===== src/rtl/sbo_pkg.sv =====
// ----------------------------------------------------------------------------
// sbo_pkg
// Shared widths, types and register codes of the segment/box overlap test.
// ----------------------------------------------------------------------------
package sbo_pkg;

   localparam int W     = 32;        // coordinate width, signed Q16.16
   localparam int DW    = W + 1;     // endpoint differences
   localparam int XW    = W + 2;     // offsets from widened bounds, magnitudes
   localparam int PW    = 2 * W + 4; // products
   localparam int SW    = PW + 1;    // product sums
   localparam int NFACE = 6;
   localparam int TOL   = 7;         // 0.0001 in Q16.16
   localparam int CAW   = 3;         // csr index width
   localparam int REQW  = 6 * W;
   localparam int RSPW  = 8;

   typedef logic signed [W-1:0]  coord_type;
   typedef logic signed [DW-1:0] dif_type;
   typedef logic signed [XW-1:0] ext_type;
   typedef logic signed [PW-1:0] prod_type;
   typedef logic signed [SW-1:0] sum_type;

   typedef enum logic [CAW-1:0] {
      REG_MIN_X = 3'd0,
      REG_MIN_Y = 3'd1,
      REG_MIN_Z = 3'd2,
      REG_MAX_X = 3'd3,
      REG_MAX_Y = 3'd4,
      REG_MAX_Z = 3'd5
   } csr_reg_type;

   // a word after the plane setup: one face per axis end
   typedef struct {
      logic    miss;
      logic    enclosed;
      dif_type d   [3];
      ext_type rlo [3];
      ext_type rhi [3];
      ext_type den [NFACE];
      ext_type nn  [NFACE];
      logic    fv  [NFACE];
   } face_type;

   // a word after the multipliers
   typedef struct {
      logic     miss;
      logic     enclosed;
      logic     fv    [NFACE];
      prod_type along [NFACE][3];
      prod_type plo   [NFACE][3];
      prod_type phi   [NFACE][3];
   } prod_set_type;

endpackage


===== src/rtl/sbo_prep.sv =====
// ----------------------------------------------------------------------------
// sbo_prep
// Two stages: endpoint differences, early reject and inside tests, then the
// sign-normalised plane distances and denominators of the six faces.
// ----------------------------------------------------------------------------
module sbo_prep
   import sbo_pkg::*;
(
   input  logic      clock,
   input  logic      reset,
   input  logic      in_valid,
   output logic      in_ready,
   input  coord_type s [3],
   input  coord_type e [3],
   input  coord_type box_min [3],
   input  coord_type box_max [3],
   output logic      out_valid,
   input  logic      out_ready,
   output face_type  out_word
);

   logic    va_ff, vb_ff;
   logic    ena, enb;
   logic    miss_in, inside_in, miss_a_ff, inside_a_ff;
   dif_type d_in [3], d_a_ff [3];
   ext_type rlo_in [3], rhi_in [3], rlo_a_ff [3], rhi_a_ff [3];
   dif_type n_in [NFACE], n_a_ff [NFACE];
   face_type b_in, b_ff;

   assign enb      = !vb_ff || out_ready;
   assign ena      = !va_ff || enb;
   assign in_ready = ena;

   always_comb begin
      miss_in   = 1'b0;
      inside_in = 1'b1;
      for (int k = 0; k < 3; k++) begin
         d_in[k]   = DW'(e[k]) - DW'(s[k]);
         rlo_in[k] = XW'(s[k]) - (XW'(box_min[k]) - XW'(TOL));
         rhi_in[k] = XW'(s[k]) - (XW'(box_max[k]) + XW'(TOL));
         if ((s[k] < box_min[k] && e[k] < box_min[k]) ||
             (s[k] > box_max[k] && e[k] > box_max[k])) begin
            miss_in = 1'b1;
         end
         if (s[k] < box_min[k] || s[k] > box_max[k]) begin
            inside_in = 1'b0;
         end
      end
      // the end point may be inside instead
      if (!inside_in) begin
         inside_in = 1'b1;
         for (int k = 0; k < 3; k++) begin
            if (e[k] < box_min[k] || e[k] > box_max[k]) begin
               inside_in = 1'b0;
            end
         end
      end
      for (int f = 0; f < NFACE; f++) begin
         // even faces at the maximum, odd at the minimum
         n_in[f] = f[0] ? DW'(box_min[f/2]) - DW'(s[f/2])
                        : DW'(box_max[f/2]) - DW'(s[f/2]);
      end
   end

   always_ff @(posedge clock) begin
      if (ena) begin
         miss_a_ff   <= miss_in;
         inside_a_ff <= inside_in;
         d_a_ff      <= d_in;
         rlo_a_ff    <= rlo_in;
         rhi_a_ff    <= rhi_in;
         n_a_ff      <= n_in;
      end
   end

   always_comb begin
      b_in.miss     = miss_a_ff;
      b_in.enclosed = inside_a_ff;
      b_in.d        = d_a_ff;
      b_in.rlo      = rlo_a_ff;
      b_in.rhi      = rhi_a_ff;
      for (int f = 0; f < NFACE; f++) begin
         b_in.fv[f] = (d_a_ff[f/2] != '0);
         if (d_a_ff[f/2] < 0) begin
            b_in.den[f] = -XW'(d_a_ff[f/2]);
            b_in.nn[f]  = -XW'(n_a_ff[f]);
         end else begin
            b_in.den[f] = XW'(d_a_ff[f/2]);
            b_in.nn[f]  = XW'(n_a_ff[f]);
         end
      end
   end

   always_ff @(posedge clock) begin
      if (enb) begin
         b_ff <= b_in;
      end
   end

   always_ff @(posedge clock) begin
      if (reset) begin
         va_ff <= 1'b0;
         vb_ff <= 1'b0;
      end else begin
         if (ena) va_ff <= in_valid;
         if (enb) vb_ff <= va_ff;
      end
   end

   assign out_valid = vb_ff;
   assign out_word  = b_ff;

endmodule


===== config.mk =====
export PLATFORM = sky130hd
export DESIGN_NAME = sbo_prep
export DESIGN_NICKNAME = d
export VERILOG_FILES = /design/src/rtl/sbo_pkg.sv /design/src/rtl/sbo_prep.sv
export SDC_FILE = /design/constraint.sdc
export NUM_CORES = 2
export LEC_CHECK = 0
export BUFFER_PORTS_ARGS = -buffer_cell sky130_fd_sc_hd__buf_4
export CORE_AREA = 3 3 429 431
export CTS_CLUSTER_SIZE = 14
export DETAILED_ROUTE_END_ITERATION = 10
export DIE_AREA = 0 0 432 434
export PLACE_DENSITY_LB_ADDON = 0.25
export RECOVER_POWER = 25
export SYNTH_ARGS = -nofsm -noshare
export SYNTH_HDL_FRONTEND = slang
export SYNTH_SLANG_ARGS = --single-unit

===== constraint.sdc =====
create_clock -name clock -period 13.2 [get_ports clock]
set_clock_uncertainty 0.1 [all_clocks]
set_input_delay 1.32 -clock clock [delete_from_list [all_inputs] [get_ports clock]]
set_output_delay 1.32 -clock clock [all_outputs]
set_load 0.03 [all_outputs]

## After elaboration in Yosys (flattened, before gate mapping)

Cells that the tools add are included.

| word-level totals | value |
|---|---|
| word-level logic and storage cells | 126 |
| bits in read-only memories | 0 |
| output and inout bits | 721 |
| memories kept | 0 |
| latch bits | 0 |
| bits in writable memories | 0 |
| bits of input ports | 388 |
| flip-flop bits (word level) | 1119 |

| cells by class | value |
|---|---|
| reduce and logical (&&, ||, !) cells | 23 |
| shift-type cells | 0 |
| multiplexer cells | 16 |
| divide/modulo/power cells | 0 |
| eq/ne operators | 0 |
| $lt $le $gt $ge | 15 |
| multipliers | 0 |
| bitwise gates (word level) | 0 |
| add/sub/neg operators | 30 |

Operators with widths:

| kind | number |
|---|---|
| 2-to-1 mux 34 bit | 9 |
| negation 33 -> 34 bit | 9 |
| subtractor 32 x 32 -> 33 bit | 9 |
| subtractor 32 x 33 -> 34 bit | 6 |
| > comparator 32 bit | 6 |
| < comparator 32 bit | 6 |
| adder 32 x 4 -> 33 bit (second input constant) | 3 |
| < comparator 33 x 1 -> 1 bit (second input constant) | 3 |
| nonzero test 33 bit | 3 |
| subtractor 32 x 4 -> 33 bit (second input constant) | 3 |
| logical OR 1 bit | 11 |
| 2-to-1 mux 1 bit | 7 |
| logical AND 1 bit | 6 |
| logical NOT 1 bit | 2 |
| OR reduction 2 bit | 1 |

## Logic depth before layout (Yosys ltp)

| depth | value |
|---|---|
| depth after elaboration | 5 |
| gate-level depth with buffers | 15 |
| mapped depth without buffers | 15 |

## Worst setup path before layout

No wires, ideal clock.

| timing | value |
|---|---|
| path kind | input port to flip-flop |
| start point | input out_ready |
| end point | register b_ff (netlist bit out_word[0]), enable pin |
| setup slack | -1.046 ns |
| library setup time | 0.958 ns |
| data required time | 12.142 ns |
| buffers on the path | 0 |
| data arrival time | 13.188 ns |
| stages on the path | 2 |
| cells stage by stage | nor2b_1 -> inv_1 |

| between the ends | value |
|---|---|
| word-level cells in the longest chain between the ends | 1 |

RTL lines:

| what | line | RTL |
|---|---|---|
| from (decl) | sbo_prep.sv:18 | `input logic out_ready,` |
| logical OR 1 bit | sbo_prep.sv:30 | `assign enb = !vb_ff \|\| out_ready;` |
| net enb | sbo_prep.sv:23 | `logic ena, enb;` |
| to (signal assigned) | sbo_prep.sv:96 | `b_ff <= b_in;` |
| to (decl) | sbo_prep.sv:28 | `face_type b_in, b_ff;` |

The timed path passes the listed nets, and every way through them passes these cells.
A chain may end at the register's enable or synchronous reset.

## Worst setup path in the final report

| timing | value |
|---|---|
| start point | input out_ready |
| end point | register n_a_ff[128] in the netlist's numbering, enable pin |

| between the ends | value |
|---|---|
| word-level cells in the longest chain between the ends | 2 |

RTL lines:

| what | line | RTL |
|---|---|---|
| logical OR 1 bit | sbo_prep.sv:30 |  |
| logical OR 1 bit | sbo_prep.sv:31 | `assign ena = !va_ff \|\| enb;` |
| to (signal assigned) | sbo_prep.sv:72 | `n_a_ff <= n_in;` |
| to (decl) | sbo_prep.sv:27 | `dif_type n_in [NFACE], n_a_ff [NFACE];` |

Every way passes these cells.

==> run summary <==
Setup repair after global routing missed its margin - false
Wirelength per Cell - 26.29 µm
Number of remaining DRC errors - 0
Type of destination of the critical path - flip-flop
Via Count - 53.76k
Synthesized instance count - 6377
Proportion of netlist area held by the largest area contributor - 46.97%
Layout Area Growth over Synthesis - 20.57%
Compound-Gate Fraction of Synth Area - 13.27%
Achievable Freq - 163.7 MHz
Normalized max-slew margin - -78.96%
Placed wire-length estimate - 221000 µm
Detailed Route Iter0 Violations - 4418
Final period utilization - 46.28%
Count of buffers inserted at the top-level ports - 1108
Antenna violations before repair - 49
Placement Rows - 156
Hold buffer count at CTS - 0
Count of yosys warnings during synthesis - 0
Peak VDD IR - 0.1237 mV
Share of synthesized area spent on multiplexers - 0.2008%
Gr ovfl total - 0
Number of enable flip-flop cells after synthesis - 1111
Result of the run - finished, violations left
Smallest hold slack - 0.3128 ns
Floorplan die area - 0.1875 mm²
Number of max-cap violations - 11
Primary FF master, synth - edfxtp_1
Library cell with the largest summed area after synthesis - edfxtp_1
Slew at the pin with the worst max-slew slack - 2.684 ns
Per-instance average area after synthesis - 11.14 µm²
Post-Synth XOR/XNOR Area - 8.545%
Clock root buffer master - clkbuf_16
Residual antenna-violating net count after detailed routing - 0
Failing checks - capacitance limit, slew limit
WP data arrival - 6.41 ns
Total detailed-routing wirelength - 262800 µm
Final Max Slew Viols - 486
Power density over the cells - 169.0 mW/mm²
Worst slack at placement - 6.930 ns
Width of the die - 432 µm
Overall power of the completed layout - 14.47 mW
Post-synthesis sequential area ratio - 47.02%
Wire length of the first global-routing pass - 364400 µm
Boundary pin count - 1109
Proportion of register bits with asynchronous set or reset after synthesis - 0%
Main area contributors after synthesis - edfxtp_1 (47%), ha_1 (14%), xnor2_1 (7.1%)
CTS-repair resized insts - 0
Share of final-layout standard cells stronger than drive strength 1 - 18.24%
Cts bufs inserted - 121
Fin. Hold Viols - 0
Pin count of the biggest net entering global routing - 164
Number of nets in the layout - 8754
Initial Util - 39.34%
Adder and majority gate portion of the synthesized area - 16.33%
Filler cell count - 16.56k
TritonCTS clock tree - yes
Vias per cell - 5.379
Static Leak - 36.84 nW
Clock insertion delay at the later pin of the skew report - 0.79 ns
Startpoint class of the critical path - input pin
Number of clock sinks - 1113
Number of H-tree levels - 3
Overall die height - 434 µm
Number of iterations in the first detailed-routing pass - 8
Core region area - 0.1805 mm²
Max FO, Critical Path - 56
Most frequent cell after synthesis - edfxtp_1
Final setup violation count - 0
Largest family of logic cells by synthesized area - adder cells
Smallest setup slack after layout - 7.091 ns
Total of flip-flops plus latches after synthesis - 1113
Clock transition at the registers of the reported paths - 0.06 ns
Final core occ - 47.44%
Via count of the first global-routing pass - 51.62k
Required time at the worst-slack endpoint - 13.50 ns
Post-synth design cell area - 0.07103 mm²
Number of buffers on the longest clock path - 3
Path category of the worst min-delay check - flip-flop to flip-flop
Share of synthesized cell area in and, or, nand and nor gates - 9.697%
Final min period - 6.109 ns
Setup fix buffers added after clock tree synthesis - 0
Overall fraction of global-route tracks in use - 26.98%
Worst setup slack for register-to-register paths - 7.33 ns
Type of the worst setup path - input pin to flip-flop
Count of unique library cells instantiated by Yosys - 80
Final TNS setup - 0 ns
Synth cell count leaders - edfxtp_1 (1111), ha_1 (807), inv_1 (669), xnor2_1 (578), a21oi_1 (435)
RD Place Congestion - 0.9605
[placed cells by master, fill, tap and decap left out, types with 172 or more instances in the layout]
| cell type | count |
|---|---|
| a21o_1 | 172 |
| a21oi_1 | 435 |
| buf_4 | 1115 |
| edfxtp_1 | 1111 |
| ha_1 | 807 |
| inv_1 | 668 |
| nand2_1 | 339 |
| nor2_1 | 307 |
| o21ai_0 | 331 |
| xnor2_1 | 578 |
[state kept, by name, indices dropped and copies added (netlist names)]
name / count
n_a_ff: 196
out_valid: 1
va_ff: 1
miss_a_ff: 1
out_word: 611
inside_a_ff: 1
b_in: 302
[kinds of logic (layout without fill, tap and decap cells)]
family / after synthesis / after routing
AND/OR/NAND/NOR: 1372 / 1372
adder cells (fa/ha/maj): 882 / 882
XOR/XNOR: 693 / 693
AO/OA/AOI/OAI: 1478 / 1478
flip-flops: 1113 / 1113
buffers and inverters: 825 / 2039
multiplexers: 13 / 13
other: 1 / 36
[routing by layer]
layer | global-route usage [%] | part of all wire, % | up-vias
met2 | 44.33 | 47 | 1844
met4 | 12.63 | 4.9 | 10
li1 | - | - | 25380
met1 | 35.47 | 43 | 26150
met5 | 0 | 0.022 | -
met3 | 3.377 | 5.2 | 379
[per-stage QoR]
step / instance area, µm² / std cells
finish: 85640 / 9996
floorplan: 71050 / 6379
CTS: 85650 / 9963
detailed placement: 81620 / 9731
global placement: 81620 / 9731
global route: 85620 / 9987
[power breakdown]
part	leakage, nW	internal [mW]	total, mW	switching, mW
sequential	11.7	5.16	5.82	0.654
combinational	23.2	1.85	5.21	3.36
clock	1.94	1.95	3.44	1.50
[worst max-delay path, cell delays in order]
cell,delay (ns)
clkbuf_4,0.10
nor2b_1,0.08
nand2_1,0.79
clkbuf_1,1.44
clkbuf_1,1.72
buf_4,0.85
[final timing paths]
| kind | from | endpoint | cells past startpoint |
|---|---|---|---|
| max | out_ready | n_a_ff[128] | 6 |
| min | b_in[500] | out_word[500] | 0 |
| max reg2reg | out_valid | n_a_ff[128] | 5 |
| min reg2reg | b_in[500] | out_word[500] | 0 |
[cell type report]
type | instances | area [µm²] | share of cell area, %
multi-input combinational | 4441 | 34140 | 39.86
sequential | 1113 | 33400 | 39.00
timing repair buffer | 1138 | 8509 | 9.936
clock buffer | 142 | 3128 | 3.652
tap | 2370 | 2965 | 3.462
inverter | 669 | 2515 | 2.936
clock inverter | 90 | 903.4 | 1.055
antenna | 33 | 82.58 | 0.09642
Note: power is estimated with default switching activity, not from simulation.
